==> config.mk <==
export PLATFORM = sky130hd
export DESIGN_NAME = staging_buffer_pool_allocator
export DESIGN_NICKNAME = d
export VERILOG_FILES = /design/src/sbpa_pkg.sv /design/src/sbpa_front.sv /design/src/sbpa_queue.sv /design/src/sbpa_back.sv /design/src/staging_buffer_pool_allocator.sv
export VERILOG_INCLUDE_DIRS = /design/src /design/src/src
export SDC_FILE = /design/constraint.sdc
export NUM_CORES = 1
export LEC_CHECK = 0
export BUFFER_PORTS_ARGS = -buffer_cell sky130_fd_sc_hd__buf_2
export CORE_ASPECT_RATIO = 1.5
export CORE_MARGIN = 10
export CORE_UTILIZATION = 56
export CTS_BUF_LIST = sky130_fd_sc_hd__clkbuf_16
export CTS_CLUSTER_DIAMETER = 100
export DETAILED_ROUTE_END_ITERATION = 12
export HOLD_SLACK_MARGIN = 0.05
export PLACE_DENSITY = 0.73
export SLEW_MARGIN = 5
export SYNTH_ARGS = -nofsm -noshare
export SYNTH_HDL_FRONTEND = slang
export SYNTH_HIERARCHICAL = 1
export SYNTH_SLANG_ARGS = --single-unit
==> constraint.sdc <==
create_clock -name aclk -period 6 [get_ports aclk]
set_input_delay 0.3 -clock aclk [delete_from_list [all_inputs] [get_ports aclk]]
set_output_delay 0.3 -clock aclk [all_outputs]
set_load 0.02 [all_outputs]
==> src/staging_buffer_pool_allocator_assert.svh <==
// assertion macros shared by the buffer pool allocator modules
// expects aclk and aresetn in the scope of the including module
`ifndef STAGING_BUFFER_POOL_ALLOCATOR_ASSERT_SVH
`define STAGING_BUFFER_POOL_ALLOCATOR_ASSERT_SVH

// same-cycle implication
`define SBPA_ASSERT(label, ante, cons) \
    label: assert property (@(posedge aclk) disable iff (!aresetn) (ante) |-> (cons)) \
        else $error("sbpa assertion failed");

// next-cycle implication
`define SBPA_ASSERT_NEXT(label, ante, cons) \
    label: assert property (@(posedge aclk) disable iff (!aresetn) (ante) |=> (cons)) \
        else $error("sbpa assertion failed");

`endif

==> src/sbpa_pkg.sv <==
// shared types, widths and codes for the buffer pool allocator
// no dependencies
`timescale 1ns / 1ps
`default_nettype none

package sbpa_pkg;

    localparam int SLOTS_DEF         = 16;
    localparam int MIN_SIZE_LOG2_DEF = 16;
    localparam int MAX_SIZE_LOG2_DEF = 40;

    localparam int CMD_W      = 2;
    localparam int REQ_W      = 41;
    localparam int IDX_IN_W   = 4;
    localparam int KEEP_W     = 8;
    localparam int STATUS_W   = 3;
    localparam int SLOT_OUT_W = 4;
    localparam int TOTAL_W    = 45;
    localparam int LOG2_W     = 6;
    localparam int BATCH_W    = 32;

    localparam int QUEUE_DEPTH = 2;

    localparam int IN_PACK_W   = REQ_W + IDX_IN_W + KEEP_W;
    localparam int IN_TDATA_W  = ((IN_PACK_W + 7) / 8) * 8;
    localparam int OUT_PACK_W  = SLOT_OUT_W + REQ_W + TOTAL_W;
    localparam int OUT_TDATA_W = ((OUT_PACK_W + 7) / 8) * 8;

    localparam logic [TOTAL_W-1:0] TOTAL_MAX = '1;
    localparam logic [BATCH_W-1:0] BATCH_MAX = '1;

    localparam logic [CMD_W-1:0] CMD_ACQUIRE = 2'd0;
    localparam logic [CMD_W-1:0] CMD_RETIRE  = 2'd1;
    localparam logic [CMD_W-1:0] CMD_COLLECT = 2'd2;

    typedef enum logic [STATUS_W-1:0] {
        ST_FIT    = 3'd0,
        ST_REGROW = 3'd1,
        ST_NEW    = 3'd2,
        ST_ZERO   = 3'd3,
        ST_FAIL   = 3'd4,
        ST_DONE   = 3'd5
    } status_t;

    typedef struct packed {
        logic [CMD_W-1:0]    cmd;
        logic [REQ_W-1:0]    req;
        logic [IDX_IN_W-1:0] idx;
        logic [KEEP_W-1:0]   keep;
        logic                class_ok;
        logic [LOG2_W-1:0]   size_log2;
    } entry_t;

endpackage

`default_nettype wire

==> src/sbpa_front.sv <==
// front end: takes input words and works out the size class of acquires
// depends on sbpa_pkg and the assertion macro header
`timescale 1ns / 1ps
`default_nettype none

`include "staging_buffer_pool_allocator_assert.svh"

module sbpa_front #(
    parameter int MIN_SIZE_LOG2 = sbpa_pkg::MIN_SIZE_LOG2_DEF,
    parameter int MAX_SIZE_LOG2 = sbpa_pkg::MAX_SIZE_LOG2_DEF
) (
    input  wire logic                             aclk,
    input  wire logic                             aresetn,
    input  wire logic                             s_tvalid,
    output logic                                  s_tready,
    input  wire logic [sbpa_pkg::IN_TDATA_W-1:0]  s_tdata,
    input  wire logic [sbpa_pkg::CMD_W-1:0]       s_tuser,
    output logic                                  push,
    output sbpa_pkg::entry_t                      push_entry,
    input  wire logic                             q_full
);

    localparam int CAP_W = MAX_SIZE_LOG2 + 1;
    localparam int CMP_W = (CAP_W > sbpa_pkg::REQ_W) ? CAP_W : sbpa_pkg::REQ_W;

    typedef enum logic [1:0] {F_IDLE, F_CLASS, F_PUSH} fstate_t;

    fstate_t          state_reg;
    sbpa_pkg::entry_t entry_reg;

    logic [sbpa_pkg::REQ_W-1:0] in_req;
    logic [CMP_W-1:0]           pow;
    logic                       fits;

    assign in_req = s_tdata[sbpa_pkg::REQ_W-1:0];
    assign pow    = CMP_W'(1) << entry_reg.size_log2;
    assign fits   = pow >= CMP_W'(entry_reg.req);

    always_ff @(posedge aclk) begin
        if (!aresetn) begin
            state_reg <= F_IDLE;
        end else begin
            unique case (state_reg)
                F_IDLE: begin
                    if (s_tvalid) begin
                        entry_reg.cmd       <= s_tuser;
                        entry_reg.req       <= in_req;
                        entry_reg.idx       <= s_tdata[sbpa_pkg::REQ_W +: sbpa_pkg::IDX_IN_W];
                        entry_reg.keep      <= s_tdata[sbpa_pkg::REQ_W + sbpa_pkg::IDX_IN_W +:
                                                       sbpa_pkg::KEEP_W];
                        entry_reg.class_ok  <= 1'b0;
                        entry_reg.size_log2 <= sbpa_pkg::LOG2_W'(MIN_SIZE_LOG2);
                        if (s_tuser == sbpa_pkg::CMD_ACQUIRE && in_req != '0) begin
                            state_reg <= F_CLASS;
                        end else begin
                            state_reg <= F_PUSH;
                        end
                    end
                end
                F_CLASS: begin
                    if (fits) begin
                        entry_reg.class_ok <= 1'b1;
                        state_reg          <= F_PUSH;
                    end else if (entry_reg.size_log2 == sbpa_pkg::LOG2_W'(MAX_SIZE_LOG2)) begin
                        state_reg <= F_PUSH;
                    end else begin
                        entry_reg.size_log2 <= entry_reg.size_log2 + 1'b1;
                    end
                end
                F_PUSH: begin
                    if (!q_full) begin
                        state_reg <= F_IDLE;
                    end
                end
                default: begin
                    state_reg <= F_IDLE;
                end
            endcase
        end
    end

    assign s_tready   = (state_reg == F_IDLE);
    assign push       = (state_reg == F_PUSH) && !q_full;
    assign push_entry = entry_reg;

    `SBPA_ASSERT(a_class_range, push && push_entry.class_ok, push_entry.size_log2 >= sbpa_pkg::LOG2_W'(MIN_SIZE_LOG2) && push_entry.size_log2 <= sbpa_pkg::LOG2_W'(MAX_SIZE_LOG2))
    `SBPA_ASSERT(a_zero_unclassed, push && push_entry.req == '0, !push_entry.class_ok)

endmodule

`default_nettype wire

==> src/sbpa_queue.sv <==
// short fifo of classified words between front and back end
// depends on sbpa_pkg and the assertion macro header
`timescale 1ns / 1ps
`default_nettype none

`include "staging_buffer_pool_allocator_assert.svh"

module sbpa_queue (
    input  wire logic              aclk,
    input  wire logic              aresetn,
    input  wire logic              push,
    input  wire sbpa_pkg::entry_t  push_entry,
    output logic                   full,
    input  wire logic              pop,
    output sbpa_pkg::entry_t       pop_entry,
    output logic                   empty
);

    localparam int DEPTH = sbpa_pkg::QUEUE_DEPTH;
    localparam int PTR_W = (DEPTH > 1) ? $clog2(DEPTH) : 1;
    localparam int CNT_W = $clog2(DEPTH + 1);
    localparam logic [PTR_W-1:0] PTR_LAST = PTR_W'(DEPTH - 1);

    sbpa_pkg::entry_t   store_reg [DEPTH];
    logic [PTR_W-1:0]   wr_ptr_reg;
    logic [PTR_W-1:0]   rd_ptr_reg;
    logic [CNT_W-1:0]   count_reg;

    always_ff @(posedge aclk) begin
        if (push) begin
            store_reg[wr_ptr_reg] <= push_entry;
        end
    end

    always_ff @(posedge aclk) begin
        if (!aresetn) begin
            wr_ptr_reg <= '0;
            rd_ptr_reg <= '0;
            count_reg  <= '0;
        end else begin
            if (push) begin
                wr_ptr_reg <= (wr_ptr_reg == PTR_LAST) ? '0 : wr_ptr_reg + 1'b1;
            end
            if (pop) begin
                rd_ptr_reg <= (rd_ptr_reg == PTR_LAST) ? '0 : rd_ptr_reg + 1'b1;
            end
            if (push && !pop) begin
                count_reg <= count_reg + 1'b1;
            end else if (pop && !push) begin
                count_reg <= count_reg - 1'b1;
            end
        end
    end

    assign full      = (count_reg == CNT_W'(DEPTH));
    assign empty     = (count_reg == '0);
    assign pop_entry = store_reg[rd_ptr_reg];

    `SBPA_ASSERT(a_no_overflow, push && !pop, count_reg < CNT_W'(DEPTH))
    `SBPA_ASSERT(a_no_underflow, pop, count_reg != '0)

endmodule

`default_nettype wire

==> src/sbpa_back.sv <==
// back end: slot table, best-fit search, release scan, pool total and result register
// depends on sbpa_pkg and the assertion macro header
`timescale 1ns / 1ps
`default_nettype none

`include "staging_buffer_pool_allocator_assert.svh"

module sbpa_back #(
    parameter int SLOTS         = sbpa_pkg::SLOTS_DEF,
    parameter int MIN_SIZE_LOG2 = sbpa_pkg::MIN_SIZE_LOG2_DEF,
    parameter int MAX_SIZE_LOG2 = sbpa_pkg::MAX_SIZE_LOG2_DEF
) (
    input  wire logic                              aclk,
    input  wire logic                              aresetn,
    input  wire logic                              q_empty,
    output logic                                   pop,
    input  wire sbpa_pkg::entry_t                  head,
    output logic                                   m_tvalid,
    input  wire logic                              m_tready,
    output logic [sbpa_pkg::OUT_TDATA_W-1:0]       m_tdata,
    output logic [sbpa_pkg::STATUS_W-1:0]          m_tuser
);

    localparam int IDX_W = (SLOTS > 1) ? $clog2(SLOTS) : 1;
    localparam int CAP_W = MAX_SIZE_LOG2 + 1;
    localparam int SUM_W = ((CAP_W > sbpa_pkg::TOTAL_W) ? CAP_W : sbpa_pkg::TOTAL_W) + 1;
    localparam logic [IDX_W-1:0] LAST = IDX_W'(SLOTS - 1);

    typedef enum logic [2:0] {B_IDLE, B_SCAN, B_DECIDE, B_TOTAL, B_OUT} bstate_t;

    bstate_t state_reg;
    sbpa_pkg::entry_t item_reg;

    logic [SLOTS-1:0]               present_reg;
    logic [SLOTS-1:0]               busy_reg;
    logic [sbpa_pkg::LOG2_W-1:0]    size_mem [SLOTS];
    logic [sbpa_pkg::BATCH_W-1:0]   rel_mem  [SLOTS];
    logic [sbpa_pkg::LOG2_W-1:0]    size_rd_reg;
    logic [sbpa_pkg::BATCH_W-1:0]   rel_rd_reg;

    logic [IDX_W-1:0]               scan_idx_reg;
    logic                           issue_reg;
    logic                           proc_vld_reg;
    logic [IDX_W-1:0]               proc_idx_reg;

    logic                           fit_found_reg;
    logic [IDX_W-1:0]               fit_idx_reg;
    logic [sbpa_pkg::LOG2_W-1:0]    fit_log2_reg;
    logic                           big_found_reg;
    logic [IDX_W-1:0]               big_idx_reg;
    logic [sbpa_pkg::LOG2_W-1:0]    big_log2_reg;
    logic                           abs_found_reg;
    logic [IDX_W-1:0]               abs_idx_reg;

    logic [sbpa_pkg::TOTAL_W-1:0]   acc_reg;
    logic [sbpa_pkg::BATCH_W-1:0]   batch_reg;
    logic [sbpa_pkg::KEEP_W-1:0]    hold_reg;

    sbpa_pkg::status_t              res_status_reg;
    logic                           res_grant_reg;
    logic [IDX_W-1:0]               res_slot_reg;
    logic [sbpa_pkg::LOG2_W-1:0]    res_log2_reg;

    logic                           m_tvalid_reg;
    logic [sbpa_pkg::OUT_TDATA_W-1:0] m_tdata_reg;
    logic [sbpa_pkg::STATUS_W-1:0]  m_tuser_reg;

    // head decode
    logic                           idx_ok;
    logic [IDX_W-1:0]               idx_sel;
    logic                           retire_ok;
    logic [sbpa_pkg::BATCH_W:0]     due_sum;
    logic [sbpa_pkg::BATCH_W-1:0]   due;

    // per-slot processing
    logic                           cur_present;
    logic                           cur_free;
    logic                           fit_take;
    logic                           big_take;
    logic                           abs_take;
    logic                           free_now;
    logic [CAP_W-1:0]               cur_cap;
    logic [SUM_W-1:0]               sum;
    logic                           pass_done;
    logic                           out_free;

    // decide
    logic                           dec_regrow;
    logic                           dec_new;

    // memory write ports
    logic                           size_we;
    logic [IDX_W-1:0]               size_waddr;
    logic                           rel_we;
    logic [IDX_W-1:0]               rel_waddr;
    logic [sbpa_pkg::BATCH_W-1:0]   rel_wdata;

    logic [sbpa_pkg::SLOT_OUT_W-1:0] out_slot;
    logic [sbpa_pkg::REQ_W-1:0]      out_bytes;

    assign pop      = (state_reg == B_IDLE) && !q_empty;
    assign idx_ok   = int'(head.idx) < SLOTS;
    assign idx_sel  = IDX_W'(head.idx);
    assign retire_ok = idx_ok && present_reg[idx_sel];
    assign due_sum  = {1'b0, batch_reg} + (sbpa_pkg::BATCH_W + 1)'(hold_reg);
    assign due      = due_sum[sbpa_pkg::BATCH_W] ? sbpa_pkg::BATCH_MAX
                                                 : due_sum[sbpa_pkg::BATCH_W-1:0];

    assign cur_present = present_reg[proc_idx_reg];
    assign cur_free    = cur_present && !busy_reg[proc_idx_reg];
    assign fit_take    = proc_vld_reg && cur_free && item_reg.class_ok &&
                         size_rd_reg >= item_reg.size_log2 &&
                         (!fit_found_reg || size_rd_reg < fit_log2_reg);
    assign big_take    = proc_vld_reg && cur_free &&
                         (!big_found_reg || size_rd_reg > big_log2_reg);
    assign abs_take    = proc_vld_reg && !cur_present && !abs_found_reg;
    assign free_now    = proc_vld_reg && item_reg.cmd == sbpa_pkg::CMD_COLLECT &&
                         cur_present && busy_reg[proc_idx_reg] && rel_rd_reg != '0 &&
                         batch_reg >= rel_rd_reg;
    assign cur_cap     = cur_present ? (CAP_W'(1) << size_rd_reg) : '0;
    assign sum         = SUM_W'(acc_reg) + SUM_W'(cur_cap);
    assign pass_done   = proc_vld_reg && proc_idx_reg == LAST;
    assign out_free    = !m_tvalid_reg || m_tready;

    assign dec_regrow  = !fit_found_reg && item_reg.class_ok && big_found_reg;
    assign dec_new     = !fit_found_reg && item_reg.class_ok && !big_found_reg &&
                         abs_found_reg;

    always_comb begin
        size_we    = (state_reg == B_DECIDE) && (dec_regrow || dec_new);
        size_waddr = dec_regrow ? big_idx_reg : abs_idx_reg;
        rel_we     = 1'b0;
        rel_waddr  = idx_sel;
        rel_wdata  = '0;
        unique case (state_reg)
            B_IDLE: begin
                rel_we    = pop && head.cmd == sbpa_pkg::CMD_RETIRE && retire_ok;
                rel_waddr = idx_sel;
                rel_wdata = due;
            end
            B_DECIDE: begin
                rel_we    = dec_new;
                rel_waddr = abs_idx_reg;
            end
            B_TOTAL: begin
                rel_we    = free_now;
                rel_waddr = proc_idx_reg;
            end
            default: begin
                rel_we = 1'b0;
            end
        endcase
    end

    always_ff @(posedge aclk) begin
        if (size_we) begin
            size_mem[size_waddr] <= item_reg.size_log2;
        end
        if (rel_we) begin
            rel_mem[rel_waddr] <= rel_wdata;
        end
        size_rd_reg <= size_mem[scan_idx_reg];
        rel_rd_reg  <= rel_mem[scan_idx_reg];
    end

    assign out_slot  = res_grant_reg ? sbpa_pkg::SLOT_OUT_W'(res_slot_reg) : '0;
    assign out_bytes = res_grant_reg ? sbpa_pkg::REQ_W'(CAP_W'(1) << res_log2_reg) : '0;

    always_ff @(posedge aclk) begin
        if (!aresetn) begin
            state_reg     <= B_IDLE;
            present_reg   <= '0;
            busy_reg      <= '0;
            batch_reg     <= '0;
            hold_reg      <= sbpa_pkg::KEEP_W'(1);
            issue_reg     <= 1'b0;
            proc_vld_reg  <= 1'b0;
            m_tvalid_reg  <= 1'b0;
        end else begin
            if (m_tvalid_reg && m_tready && state_reg != B_OUT) begin
                m_tvalid_reg <= 1'b0;
            end

            // slot pass sequencing
            proc_vld_reg <= issue_reg;
            proc_idx_reg <= scan_idx_reg;
            if (issue_reg) begin
                if (scan_idx_reg == LAST) begin
                    issue_reg <= 1'b0;
                end else begin
                    scan_idx_reg <= scan_idx_reg + 1'b1;
                end
            end

            unique case (state_reg)
                B_IDLE: begin
                    if (pop) begin
                        item_reg      <= head;
                        res_grant_reg <= 1'b0;
                        scan_idx_reg  <= '0;
                        issue_reg     <= 1'b1;
                        acc_reg       <= '0;
                        fit_found_reg <= 1'b0;
                        big_found_reg <= 1'b0;
                        abs_found_reg <= 1'b0;
                        state_reg     <= (head.cmd == sbpa_pkg::CMD_ACQUIRE && head.req != '0)
                                         ? B_SCAN : B_TOTAL;
                        case (head.cmd)
                            sbpa_pkg::CMD_ACQUIRE: begin
                                if (head.req == '0) begin
                                    res_status_reg <= sbpa_pkg::ST_ZERO;
                                end
                            end
                            sbpa_pkg::CMD_RETIRE: begin
                                res_status_reg <= retire_ok ? sbpa_pkg::ST_DONE
                                                            : sbpa_pkg::ST_FAIL;
                            end
                            sbpa_pkg::CMD_COLLECT: begin
                                res_status_reg <= sbpa_pkg::ST_DONE;
                                hold_reg <= (head.keep == '0) ? sbpa_pkg::KEEP_W'(1)
                                                              : head.keep;
                                if (batch_reg != sbpa_pkg::BATCH_MAX) begin
                                    batch_reg <= batch_reg + 1'b1;
                                end
                            end
                            default: begin
                                res_status_reg <= sbpa_pkg::ST_FAIL;
                            end
                        endcase
                    end
                end
                B_SCAN: begin
                    if (fit_take) begin
                        fit_found_reg <= 1'b1;
                        fit_idx_reg   <= proc_idx_reg;
                        fit_log2_reg  <= size_rd_reg;
                    end
                    if (big_take) begin
                        big_found_reg <= 1'b1;
                        big_idx_reg   <= proc_idx_reg;
                        big_log2_reg  <= size_rd_reg;
                    end
                    if (abs_take) begin
                        abs_found_reg <= 1'b1;
                        abs_idx_reg   <= proc_idx_reg;
                    end
                    if (pass_done) begin
                        state_reg <= B_DECIDE;
                    end
                end
                B_DECIDE: begin
                    if (fit_found_reg) begin
                        res_grant_reg          <= 1'b1;
                        res_status_reg         <= sbpa_pkg::ST_FIT;
                        res_slot_reg           <= fit_idx_reg;
                        res_log2_reg           <= fit_log2_reg;
                        busy_reg[fit_idx_reg]  <= 1'b1;
                    end else if (dec_regrow) begin
                        res_grant_reg          <= 1'b1;
                        res_status_reg         <= sbpa_pkg::ST_REGROW;
                        res_slot_reg           <= big_idx_reg;
                        res_log2_reg           <= item_reg.size_log2;
                        busy_reg[big_idx_reg]  <= 1'b1;
                    end else if (dec_new) begin
                        res_grant_reg            <= 1'b1;
                        res_status_reg           <= sbpa_pkg::ST_NEW;
                        res_slot_reg             <= abs_idx_reg;
                        res_log2_reg             <= item_reg.size_log2;
                        busy_reg[abs_idx_reg]    <= 1'b1;
                        present_reg[abs_idx_reg] <= 1'b1;
                    end else begin
                        res_status_reg <= sbpa_pkg::ST_FAIL;
                        res_grant_reg  <= 1'b0;
                    end
                    scan_idx_reg <= '0;
                    issue_reg    <= 1'b1;
                    state_reg    <= B_TOTAL;
                end
                B_TOTAL: begin
                    if (proc_vld_reg) begin
                        acc_reg <= (sum > SUM_W'(sbpa_pkg::TOTAL_MAX))
                                   ? sbpa_pkg::TOTAL_MAX : sbpa_pkg::TOTAL_W'(sum);
                    end
                    if (free_now) begin
                        busy_reg[proc_idx_reg] <= 1'b0;
                    end
                    if (pass_done) begin
                        state_reg <= B_OUT;
                    end
                end
                B_OUT: begin
                    if (out_free) begin
                        m_tvalid_reg <= 1'b1;
                        m_tuser_reg  <= res_status_reg;
                        m_tdata_reg  <= sbpa_pkg::OUT_TDATA_W'({acc_reg, out_bytes, out_slot});
                        state_reg    <= B_IDLE;
                    end
                end
                default: begin
                    state_reg <= B_IDLE;
                end
            endcase
        end
    end

    assign m_tvalid = m_tvalid_reg;
    assign m_tdata  = m_tdata_reg;
    assign m_tuser  = m_tuser_reg;

    `SBPA_ASSERT_NEXT(a_present_sticky, 1'b1, (present_reg & $past(present_reg)) == $past(present_reg))
    `SBPA_ASSERT_NEXT(a_batch_monotonic, 1'b1, batch_reg >= $past(batch_reg))
    `SBPA_ASSERT(a_grant_held, state_reg == B_OUT && res_grant_reg, present_reg[res_slot_reg] && busy_reg[res_slot_reg])

endmodule

`default_nettype wire

==> src/staging_buffer_pool_allocator.sv <==
// acquire of a nonzero size steps through the size classes in the front end, then the
// back end walks the slot table twice, best-fit scan then total pass; other words take
// only the total pass; the back end walks the slot table one slot per cycle, and the
// front end overlaps with it, classifying the next word while the back end is busy
// reset: synchronous active-low aresetn empties the pool, batch counter 0, hold count 1
`timescale 1ns / 1ps
`default_nettype none

module staging_buffer_pool_allocator #(
    parameter int SLOTS         = sbpa_pkg::SLOTS_DEF,
    parameter int MIN_SIZE_LOG2 = sbpa_pkg::MIN_SIZE_LOG2_DEF,
    parameter int MAX_SIZE_LOG2 = sbpa_pkg::MAX_SIZE_LOG2_DEF
) (
    input  wire logic                              aclk,
    input  wire logic                              aresetn,
    input  wire logic                              s_tvalid,
    output logic                                   s_tready,
    // request_bytes, slot_index, keep_count
    input  wire logic [sbpa_pkg::IN_TDATA_W-1:0]   s_tdata,
    // cmd
    input  wire logic [sbpa_pkg::CMD_W-1:0]        s_tuser,
    output logic                                   m_tvalid,
    input  wire logic                              m_tready,
    // granted_slot, granted_bytes, total_bytes
    output logic [sbpa_pkg::OUT_TDATA_W-1:0]       m_tdata,
    // status
    output logic [sbpa_pkg::STATUS_W-1:0]          m_tuser
);

    logic             push;
    sbpa_pkg::entry_t push_entry;
    logic             q_full;
    logic             pop;
    sbpa_pkg::entry_t head;
    logic             q_empty;

    sbpa_front #(
        .MIN_SIZE_LOG2 (MIN_SIZE_LOG2),
        .MAX_SIZE_LOG2 (MAX_SIZE_LOG2)
    ) u_front (
        .aclk       (aclk),
        .aresetn    (aresetn),
        .s_tvalid   (s_tvalid),
        .s_tready   (s_tready),
        .s_tdata    (s_tdata),
        .s_tuser    (s_tuser),
        .push       (push),
        .push_entry (push_entry),
        .q_full     (q_full)
    );

    sbpa_queue u_queue (
        .aclk       (aclk),
        .aresetn    (aresetn),
        .push       (push),
        .push_entry (push_entry),
        .full       (q_full),
        .pop        (pop),
        .pop_entry  (head),
        .empty      (q_empty)
    );

    sbpa_back #(
        .SLOTS         (SLOTS),
        .MIN_SIZE_LOG2 (MIN_SIZE_LOG2),
        .MAX_SIZE_LOG2 (MAX_SIZE_LOG2)
    ) u_back (
        .aclk     (aclk),
        .aresetn  (aresetn),
        .q_empty  (q_empty),
        .pop      (pop),
        .head     (head),
        .m_tvalid (m_tvalid),
        .m_tready (m_tready),
        .m_tdata  (m_tdata),
        .m_tuser  (m_tuser)
    );

endmodule

`default_nettype wire

==> metrics.cfg, run 1 <==
[layout]
multi_input_area_mm2=0.0152
area_delta_synth_final_pct=12.7
layout-drive-gt1-share_pct=16.9
nFillCells=6208
fin_nets=3845
regArea_mm2=0.0322
largest_register_ff_count=512

[logic_synthesis]
synthArstFlopShare_pct=0
synth_cells=3410
synth-edff-count=990
synth_cell_types=86
synth_top_area_share_pct=61.4
synth.largest_area_cell=edfxtp_1
synthFlopType=edfxtp_1
avgSynthCellArea_um2=14.2
synth-seq-area-share_pct=66.5
synthTopCellsByArea=edfxtp_1, dfxtp_1, mux4_2, ha_1, mux2i_1
ys_ff_latch=1113
synthTopCellsByCount=edfxtp_1, nor2_1, nand2_1
post-synth-top-count-cell=edfxtp_1
synthesis.area_mm2=0.0484
ys.warnings.count=6

[global_routing]
grt_overflow=0
grt_max_degree=118
antenna_found_initial=1
grt_pass1_vias=29817
grt_first_pass_wirelength_mm=172
grt_usage_pct=22.5

[timing]
finClkSkew_ns=0.0224
rsz0062_at_grt=no
slew_headroom_pct=21.8
maxSlewViolCount=0
setup_viol=0
setup-tns-final_ns=0
holdWs_ns=0.0967
tightestPinTransition_ns=1.17
hold_violations=0
finalCriticalPeriod_ns=5.27
fin_ws_ns=0.733
fmax_mhz=190
finalCritPeriodShare_pct=87.8

[detailed_routing]
drtIter0Drc=2268
vias=29394
wl_mm=113
drt-wirelength-per-cell_um=23.2
vias_per_cell=6.05
drtAntennaViolNets=0
dr.pass1.iters=7
drc_errors=0

[worst_setup_path]
cp.required_ns=6.40
cp-end-kind=flip-flop
crit_type=flip-flop to flip-flop
cp.arrival_ns=5.67
reg2reg_depth=19
cp_max_fo=4
start_kind=flip-flop

[floorplanning]
die_y_um=380
io_pins=163
start_util_pct=56.3
fp.dieW_um=260
core-area_mm2=0.0860
dieArea_mm2=0.0989
core.rowCount=132

[place]
io_buffers=153
gp_congestion=0.895
dp_hpwl_mm=69.8
dp_slack_ns=0.800

[clock_network]
cts_tree=built
h-tree-depth=3
cts_buffer_depth=3
cts_buffers=99
cts_sinks=1113
cts_setup_buffers=0
cts-resized-gates=0
cts_hold_buf=56
cts-root-buf=clkbuf_16
clk_latency_ns=0.71
clkSlewWorstSetupHoldPaths_ns=0.07

[pwr]
max-vdd-ir-drop_mv=0.430
finalPower_mw=20.2
powerDensity_mw_per_mm2=370
p_leak_nw=19.0

[outcome]
status=finished, final reports clean

[min_path]
min_path_type=primary input to flip-flop
hold_depth=2

[flow_run]
maxCapViolations=0

## cells by family (layout without fill, tap and decap cells)
family | after synthesis | in the layout | synth area share, %
AOI/OAI and AO/OA | 616 | 616 | 8.06
xor gates and xnor gates | 92 | 92 | 1.66
adders and majority gates | 150 | 150 | 3.91
buffers and inverters | 281 | 585 | 2.42
DFF | 1113 | 1113 | 66.5
muxes | 317 | 317 | 9.12
other | 1 | 7 | 0.00774
and+or+nand+nor | 840 | 840 | 8.34
## area by class of cell
cell class | instances | share of cell area, %
Timing Repair Buffer | 271 | 3.40
Clock buffer | 104 | 4.77
Sequential cell | 1113 | 59.0
Antenna cell | 1 | 0.00458
Clock inverter | 83 | 1.47
Multi-Input combinational cell | 2021 | 27.9
Tap cell | 1139 | 2.61
Inverter | 127 | 0.873
## worst paths after layout
check                                 from                     end  slack [ns]
setup / recovery    u_back/proc_idx_reg[0]      u_back/acc_reg[24]        0.73
hold / removal                    s_tvalid  u_front/push_entry[17]         0.1
setup reg to reg    u_back/proc_idx_reg[0]      u_back/acc_reg[24]        0.73
hold reg to reg   u_back/res_status_reg[2]       u_back/m_tuser[2]        0.42
## worst max-delay path: stages (launching register included)
cell	delay [ns]
edfxtp_1	0.42
mux4_2	0.51
nor2b_1	0.14
a211oi_1	0.57
nor4_1	0.13
buf_4	0.20
nand2_1	0.13
nor2_1	0.06
ha_1	0.23
fa_1	0.44
a211o_1	0.28
a21oi_1	0.19
o21ai_0	0.14
a31o_2	0.30
a221oi_1	0.28
buf_4	0.18
o21ai_0	0.13
a311oi_1	0.37
xor2_1	0.18
a21oi_1	0.08
## placed cells by master, fill, tap and decap left out, types with 104 or more instances in the layout
cell type | synthesis | layout
edfxtp_1 | 990 | 990
nand2_1 | 219 | 218
dfxtp_1 | 123 | 122
nor2_1 | 259 | 255
ha_1 | 148 | 148
a21oi_1 | 217 | 217
o21ai_0 | 118 | 118
inv_1 | 125 | 140
buf_2 | 12 | 153
clkbuf_16 | 0 | 104
mux2i_1 | 133 | 133
## power breakdown
part | switching, mW | total (mW) | internal [mW] | leakage (nW)
Clock | 2.86 | 6.56 | 3.70 | 1.72
Sequential | 0.408 | 9.34 | 8.93 | 9.74
Combinational | 2.61 | 4.29 | 1.68 | 7.49
## stage by stage
step / util, % / instances / instance area [µm²]
final: 63.4 / 4859 / 54600
after global routing: 63.4 / 4859 / 54600
after CTS: 63.4 / 4858 / 54600
after detailed placement: 58.8 / 4615 / 50600
after global placement: 58.8 / 4615 / 50600
after floorplan: - / 3415 / 48400
## routing by layer
| layer | wire, µm | GRT usage, % | vias up |
|---|---|---|---|
| li1 | - | - | 13489 |
| met4 | 4240 | 9.69 | 0 |
| met1 | 41600 | 25.8 | 14588 |
| met2 | 59700 | 40.3 | 1084 |
| met5 | 0 | 0 | - |
| met3 | 7350 | 3.97 | 233 |
Note: power is estimated with default switching activity, not from simulation.
==> run 2: changes to the inputs <==
- CORE_UTILIZATION: 56 -> 45
- PLACE_DENSITY: 0.73 -> 0.6
==> run 2 against run 1 <==
Worst setup slack worse by 0.076 ns. Sequential share of layout area is 0.43 points lower. Global-route usage decreased by 3.6 points. Routed wire length is 3.6% higher. Design area increased by 0.73%. Sequential cell count unchanged.
==> metrics.cfg, run 2 (synthesized netlist as in run 1, its figures left out) <==
[detailed_routing]
dr.pass1.iters=5  ; -2
drtIter0Drc=1835  ; -19%
vias=28896  ; -1.7%
drt-wirelength-per-cell_um=22.7  ; -2.3%
vias_per_cell=5.61  ; -7.3%
wl_mm=117  ; +3.6%
drc_errors=0  ; unchanged
drtAntennaViolNets=0  ; unchanged

[timing]
finalCriticalPeriod_ns=5.34  ; +0.0757 ns
setup_viol=0  ; unchanged
hold_violations=0  ; unchanged
slew_headroom_pct=16.5  ; -5.2 points
setup-tns-final_ns=0  ; unchanged
maxSlewViolCount=0  ; unchanged
finClkSkew_ns=0.0249  ; +0.00248 ns
finalCritPeriodShare_pct=89.0  ; +1.3 points
rsz0062_at_grt=no
tightestPinTransition_ns=1.25  ; +0.0782 ns
fmax_mhz=187  ; -1.4%

[global_routing]
antenna_found_initial=1  ; unchanged
grt_use_met3_pct=2.44  ; -1.5 points
busiest_layer=met2
grtUsageMet1_pct=22.1  ; -3.7 points
grt_pass1_vias=29332  ; -1.6%
grt_first_pass_wirelength_mm=177  ; +2.8%
grt_max_degree=119  ; +0.85%
grt_usage_pct=18.9  ; -3.6 points
grt_overflow=0  ; unchanged
use_met2_pct=34.6  ; -5.6 points

[place]
io_buffers=153  ; unchanged
dp_hpwl_mm=74.2  ; +6.3%
gp_congestion=0.889  ; -0.74%
dp.cells=4900  ; +6.2%

[worst_setup_path]
crit_type=flip-flop to flip-flop
cp.arrival_ns=5.75  ; +0.08 ns
cp.required_ns=6.41  ; about the same
cp-end-kind=flip-flop
cp_max_fo=6  ; +2
start_kind=flip-flop

[layout]
final_cells=5151  ; +6.0%
layout_commonest_cell=edfxtp_1
layout-drive-gt1-share_pct=17.1  ; +0.20 points
largest_register_ff_count=512  ; unchanged
area_delta_synth_final_pct=13.5
layout_common_cells=edfxtp_1, nor2_1, nand2_1
fin_nets=3858  ; +0.34%

[clock_network]
cts_hold_buf=57  ; +1.8%
cts_setup_buffers=0  ; unchanged
clkSlewWorstSetupHoldPaths_ns=0.07  ; about the same
h-tree-depth=3  ; unchanged
cts_buffers=102  ; +3.0%
cts-root-buf=clkbuf_16
cts_buffer_depth=3  ; unchanged
cts_tree=built
clk_latency_ns=0.71  ; about the same
cts_sinks=1113  ; unchanged
cts-resized-gates=0  ; unchanged

[floorplanning]
dieArea_mm2=0.121  ; +23%
fp.dieW_um=288  ; +11%
start_util_pct=45.2  ; -11 points
core-area_mm2=0.107  ; +24%
io_pins=163  ; unchanged
core.rowCount=147  ; +11%
die_y_um=422  ; +11%

[pwr]
p_leak_nw=19.0  ; +0.26%
finalPower_mw=20.1  ; -0.21%
max-vdd-ir-drop_mv=0.465  ; +7.9%
powerDensity_mw_per_mm2=366  ; -0.93%

[flow_run]
maxCapViolations=0  ; unchanged

[min_path]
min_path_type=primary input to flip-flop

[outcome]
status=finished, final reports clean

## run 2: changes by cell type in the layout (fill, tap and decap cells not counted), sizes merged
cell	delta
clkinv	+1
clkbuf	-1
dlygate4sd3	+1
clkinvlp	+3
buf	+9
inv	+5
bufinv	-2
## run 2: cell type report
cell class	count	area [µm²]
Tap cell	1415	1770
Clock inverter	90	788
Clock buffer	103	2580
Fill cell	9032	52100
Timing Repair Buffer	281	1940
Sequential cell	1113	32200
Inverter	127	477
Multi-Input combinational cell	2021	15200
Antenna cell	1	2.50
## run 2: per-layer routing
metal	up-vias	wire length (µm)
met1	14525	46100
met5	-	0
met4	0	3670
met3	199	4680
met2	667	62400
li1	13505	-
## run 2: through the flow
stage / worst slack [ns] / hold WS (ns) / area, µm² / util [%]
floorplan: -0.0791 / 0.399 / 48400 / -
global placement: 0.674 / 0.404 / 51000 / 47.7
detailed placement: 0.645 / 0.405 / 51000 / 47.7
CTS: 0.617 / 0.0776 / 55000 / 51.4
global route: 0.266 / 0.147 / 55000 / 51.4
finish: 0.657 / 0.119 / 55000 / 51.4
## run 2: final timing paths
| check | start | slack, ns | end | cells after the start |
|---|---|---|---|---|
| max | u_back/proc_idx_reg[0] | 0.66 | u_back/acc_reg[24] | 19 |
| min | s_tvalid | 0.12 | u_front/state_reg[0] | 5 |
| max reg2reg | u_back/proc_idx_reg[0] | 0.66 | u_back/acc_reg[24] | 19 |
| min reg2reg | u_back/res_status_reg[0] | 0.42 | u_back/m_tuser[0] | 0 |
## run 2: critical path, cell delays in order, from the launching register on
cell and delay, ns:
edfxtp_1 0.55, mux4_2 0.54, nor2b_1 0.14, a211oi_1 0.53, nor4_1 0.13, buf_4 0.19, nand2_1 0.13, nor2_1 0.06
ha_1 0.23, fa_1 0.45, a211o_1 0.28, a21oi_1 0.18, o21ai_0 0.13, a31o_2 0.29, a221oi_1 0.28, buf_4 0.18
o21ai_0 0.12, a311oi_1 0.35, xor2_1 0.18, a21oi_1 0.08
## run 2: power breakdown
| part | internal (mW) | total (mW) | switching (mW) |
|---|---|---|---|
| sequential | 8.94 | 9.36 | 0.422 |
| combinational | 1.69 | 4.30 | 2.61 |
| clock | 3.59 | 6.49 | 2.90 |
| total | 14.2 | 20.1 | 5.93 |
